### config.mk
export PLATFORM = sky130hd
export DESIGN_NAME = sliding_window_average_flat
export DESIGN_NICKNAME = d
export VERILOG_FILES = /design/src/swa_pkg.sv /design/src/swa_sample_if.sv /design/src/swa_average_if.sv /design/src/swa_ram.sv /design/src/swa_divider.sv /design/src/sliding_window_average.sv /design/src/flat_wrapper.sv
export SDC_FILE = /design/constraint.sdc
export NUM_CORES = 2
export LEC_CHECK = 0
export ABC_AREA = 1
export ABC_CLOCK_PERIOD_IN_PS = 15350
export BUFFER_PORTS_ARGS = -buffer_cell sky130_fd_sc_hd__clkbuf_2
export CAP_MARGIN = 20
export CORE_UTILIZATION = 40
export CTS_CLUSTER_DIAMETER = 100
export DETAILED_ROUTE_END_ITERATION = 10
export GPL_ROUTABILITY_DRIVEN = 0
export GPL_TIMING_DRIVEN = 0
export PLACE_DENSITY = 0.6
export REMOVE_ABC_BUFFERS = 1
export SYNTH_ARGS = -nofsm -noshare
export SYNTH_HDL_FRONTEND = slang
export SYNTH_HIERARCHICAL = 1
export SYNTH_SLANG_ARGS = --single-unit
### constraint.sdc
create_clock -name clock -period 15.35 [get_ports clock]
set_clock_uncertainty 0.15 [all_clocks]
set_input_delay 0.7675 -clock clock [delete_from_list [all_inputs] [get_ports clock]]
set_output_delay 0.7675 -clock clock [all_outputs]
set_load 0.01 [all_outputs]
### src/swa_pkg.sv
package swa_pkg;

   // Width and reset value of the window length register.
   localparam int WLEN_BITS = 9;
   localparam logic [WLEN_BITS-1:0] WLEN_RESET = 9'd16;

   // Status that the divider reports back to the controller.
   typedef struct packed {
      logic busy;
      logic done;
   } div_status_type;

endpackage

### src/swa_sample_if.sv
interface swa_sample_if #(
   parameter int BITS = 16
);
   logic                   valid;
   logic                   ready;
   logic signed [BITS-1:0] sample;

   modport source (output valid, output sample, input ready);
   modport sink (input valid, input sample, output ready);
endinterface

### src/swa_average_if.sv
interface swa_average_if #(
   parameter int BITS = 16
);
   logic                   valid;
   logic                   ready;
   logic signed [BITS-1:0] average;

   modport source (output valid, output average, input ready);
   modport sink (input valid, input average, output ready);
endinterface

### src/swa_ram.sv
module swa_ram #(
   parameter int WIDTH = 16,
   parameter int DEPTH = 256
) (
   input  logic                     clock,
   input  logic                     write_enable,
   input  logic [$clog2(DEPTH)-1:0] write_address,
   input  logic [WIDTH-1:0]         write_data,
   input  logic [$clog2(DEPTH)-1:0] read_address,
   output logic [WIDTH-1:0]         read_data
);
   logic [WIDTH-1:0] mem_ff [DEPTH];

   always_ff @(posedge clock) begin
      if (write_enable) begin
         mem_ff[write_address] <= write_data;
      end
      read_data <= mem_ff[read_address];
   end
endmodule

### src/swa_divider.sv
module swa_divider #(
   parameter int DIVIDEND_BITS = 24,
   parameter int DIVISOR_BITS  = 9
) (
   input  logic                            clock,
   input  logic                            reset,
   input  logic                            start,
   input  logic signed [DIVIDEND_BITS-1:0] dividend,
   input  logic [DIVISOR_BITS-1:0]         divisor,
   output logic signed [DIVIDEND_BITS-1:0] quotient,
   output swa_pkg::div_status_type         status
);
   import swa_pkg::*;

   localparam int COUNT_BITS = (DIVIDEND_BITS > 1) ? $clog2(DIVIDEND_BITS) : 1;

   typedef enum logic [1:0] {
      D_IDLE,
      D_RUN,
      D_FIX
   } state_type;

   state_type                state_ff, state_in;
   logic [DIVIDEND_BITS-1:0] quot_ff, quot_in;
   logic [DIVISOR_BITS-1:0]  rem_ff, rem_in;
   logic [DIVISOR_BITS-1:0]  divisor_ff, divisor_in;
   logic                     neg_ff, neg_in;
   logic [COUNT_BITS-1:0]    count_ff, count_in;
   logic signed [DIVIDEND_BITS-1:0] result_ff, result_in;
   logic                     done_ff, done_in;

   logic [DIVISOR_BITS:0]    shifted;
   logic [DIVISOR_BITS:0]    trial;

   // One restoring step: shift in the next dividend bit and try to subtract.
   assign shifted = {rem_ff, quot_ff[DIVIDEND_BITS-1]};
   assign trial   = shifted - {1'b0, divisor_ff};

   always_comb begin
      state_in   = state_ff;
      quot_in    = quot_ff;
      rem_in     = rem_ff;
      divisor_in = divisor_ff;
      neg_in     = neg_ff;
      count_in   = count_ff;
      result_in  = result_ff;
      done_in    = 1'b0;
      case (state_ff)
         D_IDLE: begin
            if (start) begin
               neg_in     = dividend[DIVIDEND_BITS-1];
               quot_in    = dividend[DIVIDEND_BITS-1] ? -dividend : dividend;
               rem_in     = '0;
               divisor_in = divisor;
               count_in   = COUNT_BITS'(DIVIDEND_BITS - 1);
               state_in   = D_RUN;
            end
         end
         D_RUN: begin
            if (!trial[DIVISOR_BITS]) begin
               rem_in  = trial[DIVISOR_BITS-1:0];
               quot_in = {quot_ff[DIVIDEND_BITS-2:0], 1'b1};
            end else begin
               rem_in  = shifted[DIVISOR_BITS-1:0];
               quot_in = {quot_ff[DIVIDEND_BITS-2:0], 1'b0};
            end
            count_in = count_ff - COUNT_BITS'(1);
            if (count_ff == '0) begin
               state_in = D_FIX;
            end
         end
         D_FIX: begin
            // Truncation toward zero: divide the magnitude, then restore the sign.
            result_in = neg_ff ? -signed'(quot_ff) : signed'(quot_ff);
            done_in   = 1'b1;
            state_in  = D_IDLE;
         end
         default: begin
            state_in = D_IDLE;
         end
      endcase
   end

   always_ff @(posedge clock) begin
      if (reset) begin
         state_ff <= D_IDLE;
         done_ff  <= 1'b0;
         count_ff <= '0;
      end else begin
         state_ff <= state_in;
         done_ff  <= done_in;
         count_ff <= count_in;
      end
      quot_ff    <= quot_in;
      rem_ff     <= rem_in;
      divisor_ff <= divisor_in;
      neg_ff     <= neg_in;
      result_ff  <= result_in;
   end

   assign quotient    = result_ff;
   assign status.busy = (state_ff != D_IDLE);
   assign status.done = done_ff;

   a_start_runs: assert property (@(posedge clock) disable iff (reset)
      (state_ff == D_IDLE && start) |=> (state_ff == D_RUN))
      else $error("divider did not start");

   a_done_after_fix: assert property (@(posedge clock) disable iff (reset)
      done_ff |-> $past(state_ff == D_FIX))
      else $error("divider done without final step");

   a_count_ends: assert property (@(posedge clock) disable iff (reset)
      (state_ff == D_RUN && count_ff == '0) |=> (state_ff == D_FIX))
      else $error("divider overran its step count");
endmodule

### src/sliding_window_average.sv
// Boxcar moving average over signed samples.
// The req channel takes one sample per word (valid/ready). The rsp channel
// gives one average per word once the window holds window_len samples;
// before that a sample is absorbed and gives no word.
// csr_write_enable with csr_write_data sets window_len and clears the window:
// the write pointer, fill count and running sum, so that stale ring buffer
// words count as zero. A length of zero acts as one, and a length above
// MAX_WINDOW acts as MAX_WINDOW. A sample that yields an average goes through
// these steps after acceptance: S_UPDATE updates the ring buffer and the
// running sum, S_START launches the divider, which makes SUM_BITS restoring
// steps at one quotient bit per cycle, restores the sign and raises its done
// flag, and S_HOLD loads the output register once it is free. rsp.valid rises
// in the same cycle that req.ready comes back high, and one divider serves
// every sample, so a new sample is taken only once the last one is through.
// req.ready is high only while no sample is at work. A sample that produces
// no average is accepted, updates the window in S_UPDATE and leaves the block idle.
// If the receiver stalls, the average waits in the output register and the
// next finished average waits in the divider until the register frees up.
// Reset (synchronous, active high) sets window_len to 16, empties the window
// and drops any word in flight. No clearing pass is needed.
module sliding_window_average #(
   parameter int MAX_WINDOW  = 256,
   parameter int SAMPLE_BITS = 16
) (
   input  logic                             clock,
   input  logic                             reset,
   input  logic                             csr_write_enable,
   input  logic [swa_pkg::WLEN_BITS-1:0]    csr_write_data,
   swa_sample_if.sink                       req,
   swa_average_if.source                    rsp
);
   import swa_pkg::*;

   localparam int PTR_BITS = $clog2(MAX_WINDOW);
   localparam int LEN_BITS = $clog2(MAX_WINDOW + 1);
   localparam int SUM_BITS = SAMPLE_BITS + PTR_BITS;

   typedef enum logic [2:0] {
      S_IDLE,
      S_UPDATE,
      S_START,
      S_DIVIDE,
      S_HOLD
   } state_type;

   function automatic logic [LEN_BITS-1:0] sat_len(input logic [WLEN_BITS-1:0] value);
      int n;
      n = int'(value);
      if (n == 0) begin
         n = 1;
      end
      if (n > MAX_WINDOW) begin
         n = MAX_WINDOW;
      end
      return LEN_BITS'(n);
   endfunction

   state_type                     state_ff, state_in;
   logic [LEN_BITS-1:0]           len_ff, len_in;
   logic [PTR_BITS-1:0]           wp_ff, wp_in;
   logic [LEN_BITS-1:0]           fill_ff, fill_in;
   logic signed [SUM_BITS-1:0]    sum_ff, sum_in;
   logic signed [SAMPLE_BITS-1:0] sample_ff, sample_in;
   logic                          rsp_valid_ff, rsp_valid_in;
   logic signed [SAMPLE_BITS-1:0] average_ff, average_in;

   logic                          ram_write;
   logic [SAMPLE_BITS-1:0]        ram_rdata;
   logic                          full;
   logic [SAMPLE_BITS-1:0]        old_sample;
   logic signed [SUM_BITS-1:0]    old_ext, new_ext, sum_next;
   logic [LEN_BITS-1:0]           wp_plus, fill_plus;
   logic                          div_start;
   logic signed [SUM_BITS-1:0]    div_quotient;
   div_status_type                div_status;

   swa_ram #(
      .WIDTH (SAMPLE_BITS),
      .DEPTH (MAX_WINDOW)
   ) u_ring (
      .clock         (clock),
      .write_enable  (ram_write),
      .write_address (wp_ff),
      .write_data    (sample_ff),
      .read_address  (wp_ff),
      .read_data     (ram_rdata)
   );

   swa_divider #(
      .DIVIDEND_BITS (SUM_BITS),
      .DIVISOR_BITS  (LEN_BITS)
   ) u_divider (
      .clock    (clock),
      .reset    (reset),
      .start    (div_start),
      .dividend (sum_ff),
      .divisor  (len_ff),
      .quotient (div_quotient),
      .status   (div_status)
   );

   // Until the window has filled once since the last clear, the slot being
   // overwritten was never written and counts as zero.
   assign full       = (fill_ff == len_ff);
   assign old_sample = full ? ram_rdata : '0;
   assign old_ext    = signed'({{(SUM_BITS-SAMPLE_BITS){old_sample[SAMPLE_BITS-1]}},
                                old_sample});
   assign new_ext    = signed'({{(SUM_BITS-SAMPLE_BITS){sample_ff[SAMPLE_BITS-1]}},
                                sample_ff});
   assign sum_next   = sum_ff - old_ext + new_ext;
   assign wp_plus    = LEN_BITS'(wp_ff) + LEN_BITS'(1);
   assign fill_plus  = fill_ff + LEN_BITS'(1);

   always_comb begin
      state_in     = state_ff;
      len_in       = len_ff;
      wp_in        = wp_ff;
      fill_in      = fill_ff;
      sum_in       = sum_ff;
      sample_in    = sample_ff;
      rsp_valid_in = rsp_valid_ff;
      average_in   = average_ff;
      ram_write    = 1'b0;
      div_start    = 1'b0;

      if (rsp_valid_ff && rsp.ready) begin
         rsp_valid_in = 1'b0;
      end

      case (state_ff)
         S_IDLE: begin
            if (req.valid) begin
               sample_in = req.sample;
               state_in  = S_UPDATE;
            end
         end
         S_UPDATE: begin
            ram_write = 1'b1;
            sum_in    = sum_next;
            wp_in     = (wp_plus == len_ff) ? '0 : wp_plus[PTR_BITS-1:0];
            fill_in   = full ? fill_ff : fill_plus;
            state_in  = (full || fill_plus == len_ff) ? S_START : S_IDLE;
         end
         S_START: begin
            div_start = 1'b1;
            state_in  = S_DIVIDE;
         end
         S_DIVIDE: begin
            if (div_status.done) begin
               state_in = S_HOLD;
            end
         end
         S_HOLD: begin
            if (!rsp_valid_ff || rsp.ready) begin
               average_in   = div_quotient[SAMPLE_BITS-1:0];
               rsp_valid_in = 1'b1;
               state_in     = S_IDLE;
            end
         end
         default: begin
            state_in = S_IDLE;
         end
      endcase

      if (csr_write_enable) begin
         len_in  = sat_len(csr_write_data);
         wp_in   = '0;
         fill_in = '0;
         sum_in  = '0;
      end
   end

   always_ff @(posedge clock) begin
      if (reset) begin
         state_ff     <= S_IDLE;
         len_ff       <= sat_len(WLEN_RESET);
         wp_ff        <= '0;
         fill_ff      <= '0;
         sum_ff       <= '0;
         rsp_valid_ff <= 1'b0;
      end else begin
         state_ff     <= state_in;
         len_ff       <= len_in;
         wp_ff        <= wp_in;
         fill_ff      <= fill_in;
         sum_ff       <= sum_in;
         rsp_valid_ff <= rsp_valid_in;
      end
      sample_ff  <= sample_in;
      average_ff <= average_in;
   end

   assign req.ready   = (state_ff == S_IDLE);
   assign rsp.valid   = rsp_valid_ff;
   assign rsp.average = average_ff;

   a_fill_bound: assert property (@(posedge clock) disable iff (reset)
      fill_ff <= len_ff)
      else $error("fill count exceeds window length");

   a_pointer_bound: assert property (@(posedge clock) disable iff (reset)
      LEN_BITS'(wp_ff) < len_ff)
      else $error("write pointer outside window");

   a_done_in_divide: assert property (@(posedge clock) disable iff (reset)
      div_status.done |-> (state_ff == S_DIVIDE))
      else $error("divider finished outside the divide state");

   a_start_busy: assert property (@(posedge clock) disable iff (reset)
      (state_ff == S_START) |=> div_status.busy)
      else $error("divider did not take the start");

   a_word_from_hold: assert property (@(posedge clock) disable iff (reset)
      $rose(rsp_valid_ff) |-> $past(state_ff == S_HOLD))
      else $error("result word raised outside the hold state");
endmodule

### src/flat_wrapper.sv
// flat-port wrapper written by rule: the top's interface ports become plain ports
module sliding_window_average_flat import swa_pkg::*;
#(
   parameter int MAX_WINDOW  = 256,
   parameter int SAMPLE_BITS = 16
)
  (clock, reset, csr_write_enable, csr_write_data, req_valid, req_sample, req_ready, rsp_valid, rsp_average, rsp_ready);
  swa_sample_if #(.BITS(16)) req_i ();
  swa_average_if #(.BITS(16)) rsp_i ();
  input  logic clock;
  input  logic reset;
  input  logic csr_write_enable;
  input  logic [swa_pkg::WLEN_BITS-1:0] csr_write_data;
  input wire logic [$bits(req_i.valid)-1:0] req_valid;
  input wire logic [$bits(req_i.sample)-1:0] req_sample;
  output wire logic [$bits(req_i.ready)-1:0] req_ready;
  output wire logic [$bits(rsp_i.valid)-1:0] rsp_valid;
  output wire logic [$bits(rsp_i.average)-1:0] rsp_average;
  input wire logic [$bits(rsp_i.ready)-1:0] rsp_ready;
  assign req_i.valid = req_valid;
  assign req_i.sample = req_sample;
  assign req_ready = req_i.ready;
  assign rsp_valid = rsp_i.valid;
  assign rsp_average = rsp_i.average;
  assign rsp_i.ready = rsp_ready;
  sliding_window_average #(.MAX_WINDOW(MAX_WINDOW), .SAMPLE_BITS(SAMPLE_BITS)) u_core (.clock(clock), .reset(reset), .csr_write_enable(csr_write_enable), .csr_write_data(csr_write_data), .req(req_i), .rsp(rsp_i));
endmodule
==> impl_metrics.py <==
metrics = {
    "finish": {
        "layout_commonest_cell": "nand2_1",
        "layout-drive-gt1-share_pct": 9.72,
        "layout_common_cells": "nand2_1, edfxtp_1, nand3_1",
        "fin_area_mm2": 0.204,
        "nets": 15100,
        "instances_no_fill": 21100,
        "synthToLayoutAreaGrowth_pct": 16.2,
        "fin_util_pct": 46.6,
    },
    "place": {
        "hpwl_um": 291000,
        "placed_cells": 20300,
        "place_area_mm2": 0.190,
        "dpl_worst_slack_ps": 7890,
        "io_buffers": 47,
    },
    "power": {
        "peakVddDrop_mv": 0.0942,
        "sw_frac_of_total_pct": 21.7,
        "power_switching_mw": 5.28,
        "total_leakage_power_nw": 71.1,
        "combPwrFrac_pct": 5.4,
        "pwr-share-seq_pct": 52.9,
        "power_frac_clock_pct": 41.7,
        "p_int_mw": 19.1,
        "p_total_mw": 24.4,
        "p_per_area_mw_per_mm2": 119,
    },
    "timing": {
        "worstMarginPinSlew_ps": 1280,
        "hold_violations": 0,
        "slew_violations": 0,
        "fin_crit_ps": 7700,
        "finalCritPeriodShare_pct": 50.1,
        "whs_ps": 77.9,
        "tns_ps": 0,
        "max_freq_mhz": 130,
        "max-slew-margin-rel_pct": 14.5,
        "finalSetupViolCount": 0,
        "rsz0062_at_grt": "false",
        "setup_slack_ps": 7650,
    },
    "critical_path": {
        "end_kind": "flip-flop",
        "path_cells": "buf_16, buf_16, buf_16, buf_16, buf_16, buf_16, inv_16, buf_16, buf_16, buf_16, buf_16, nand2_1, nand3_1, nand3_1, nand3_1, nand3_1, nand3_1, nand3_1, nand2_1, nand2_1, nand2_1",
        "cp_max_fo": 221,
        "crit_path_frequent_cell": "buf_16",
        "worstPathArrival_ps": 8410,
        "slowest_stage": "buf_16",
        "critPathRequiredTime_ps": 16060,
        "start_kind": "flip-flop",
        "crit_type": "reg2reg",
        "critPathTopFamily": "buffers and inverters",
        "cp_num_cells": 21,
        "critical_path.max_stage_delay_ps": 730,
        "crit_buf_inv": 11,
        "r2r_cells": 21,
    },
    "run_status": {
        "status": "finished clean",
    },
    "yosys": {
        "yosysWarnings": 6,
        "synth.cell_area_mm2": 0.176,
        "syn_inst": 14900,
        "syn_avg_cell_area_um2": 11.8,
    },
    "min_path": {
        "hold_class": "in2reg",
        "holdPathStages": 3,
    },
    "cts": {
        "cts-root-buf": "clkbuf_16",
        "cts_inserted_buffers": 434,
        "clk_pin_slew_worst_paths_ps": 60,
        "post_cts_buffers": 0,
        "clk_path_buf_depth": 4,
        "clk_latency_ps": 1010,
        "cts_tree": "built",
        "clock-sinks": 4265,
        "h-tree-depth": 5,
    },
    "floorplan": {
        "start_util_pct": 40.1,
        "die_h_um": 665,
        "die-width_um": 665,
        "die_area_mm2": 0.442,
        "core_mm2": 0.438,
        "io_pins": 48,
        "core.rowCount": 243,
    },
    "drt": {
        "firstDrtPassIters": 6,
        "wl_per_cell_um": 22.8,
        "drt-met1-wl_um": 202000,
        "drt_iter0_markers": 12800,
        "drcViolationCount": 0,
        "ant_nets": 0,
        "vias": 115000,
        "maxUsedRoutingLayer": "met5",
        "wl_met3_um": 38100,
        "viasPerCell": 5.45,
        "wl_met2_um": 221000,
        "wirelength_um": 482000,
    },
    "global_routing": {
        "grt_pass1_vias": 107000,
        "gr-usage-all-layers_pct": 21.1,
        "grt_pass1_wl_um": 707000,
        "grt_max_degree": 231,
        "antenna_found_initial": 5,
        "overflow": 0,
    },
    "flow_run": {
        "max_cap_violations": 0,
    },
}
flip-flops by register name, summed over array words and instances (netlist names), 16 cells and up:
name	flops
u_core/u_divider/quotient	16
u_core/sample_ff	16
u_core/u_ring/mem_ff	4096
u_core/rsp.average	16
u_core/u_ring/read_data	16
u_core/u_divider/quot_ff	24
u_core/sum_ff	24
routing by layer:
metal,GRT usage [%],vias up
met4,8.24,2
met2,33.1,4683
met5,0,-
met3,3.05,863
li1,-,53100
met1,29.8,56400
what timing repair did:
item / CTS / global route
resized for setup: 0 / 0
endpoints found under the hold margin: 32 / 0
hold buffers: 34 / 0
worst reg2reg max path: stages, from the launching register on:
cell	delay, ps
dfxtp_4	480
buf_16	270
buf_16	280
buf_16	270
buf_16	420
buf_16	310
buf_16	290
inv_16	450
buf_16	750
buf_16	770
buf_16	680
buf_16	590
nand2_1	440
nand3_1	100
nand3_1	90
nand3_1	190
nand3_1	170
nand3_1	310
nand3_1	300
nand2_1	160
nand2_1	60
nand2_1	110
worst paths after layout:
path                                           startpoint                                   to  slack (ps)
setup / recovery             u_core/wp_ff[0]$_SDFFE_PP0P_  u_core/u_ring/read_data[11]$_DFF_P_        7650
hold / removal                           csr_write_enable        u_core/len_ff[3]$_SDFFE_PP0P_          80
setup reg to reg             u_core/wp_ff[0]$_SDFFE_PP0P_  u_core/u_ring/read_data[11]$_DFF_P_        7650
hold reg to reg   u_core/u_divider/quotient[12]$_DFFE_PP_     u_core/rsp.average[12]$_DFFE_PP_         270
power groups by stage:
stage	Sequential, mW	Clock, mW	Combinational [mW]
6_report	12.9	10.2	1.31
5_1_grt	12.9	10.7	1.42
4_1_cts	12.9	10.3	1.30
3_5_place_dp	13.1	0	1.29
3_3_place_gp	13.6	0	1.51
2_1_floorplan	13.3	0	0.979
final cells by class:
class / count / area [um^2]
multi-input cells: 9404 / 42800
clock inverters: 219 / 1850
diodes: 1 / 2.50
flip-flops and latches: 4265 / 127000
inverters: 301 / 1190
fillers: 38100 / 234000
well taps: 5757 / 7200
clock buffers: 565 / 11600
repair buffers: 613 / 12200
No activity file was read; power rests on OpenSTA's default activity.
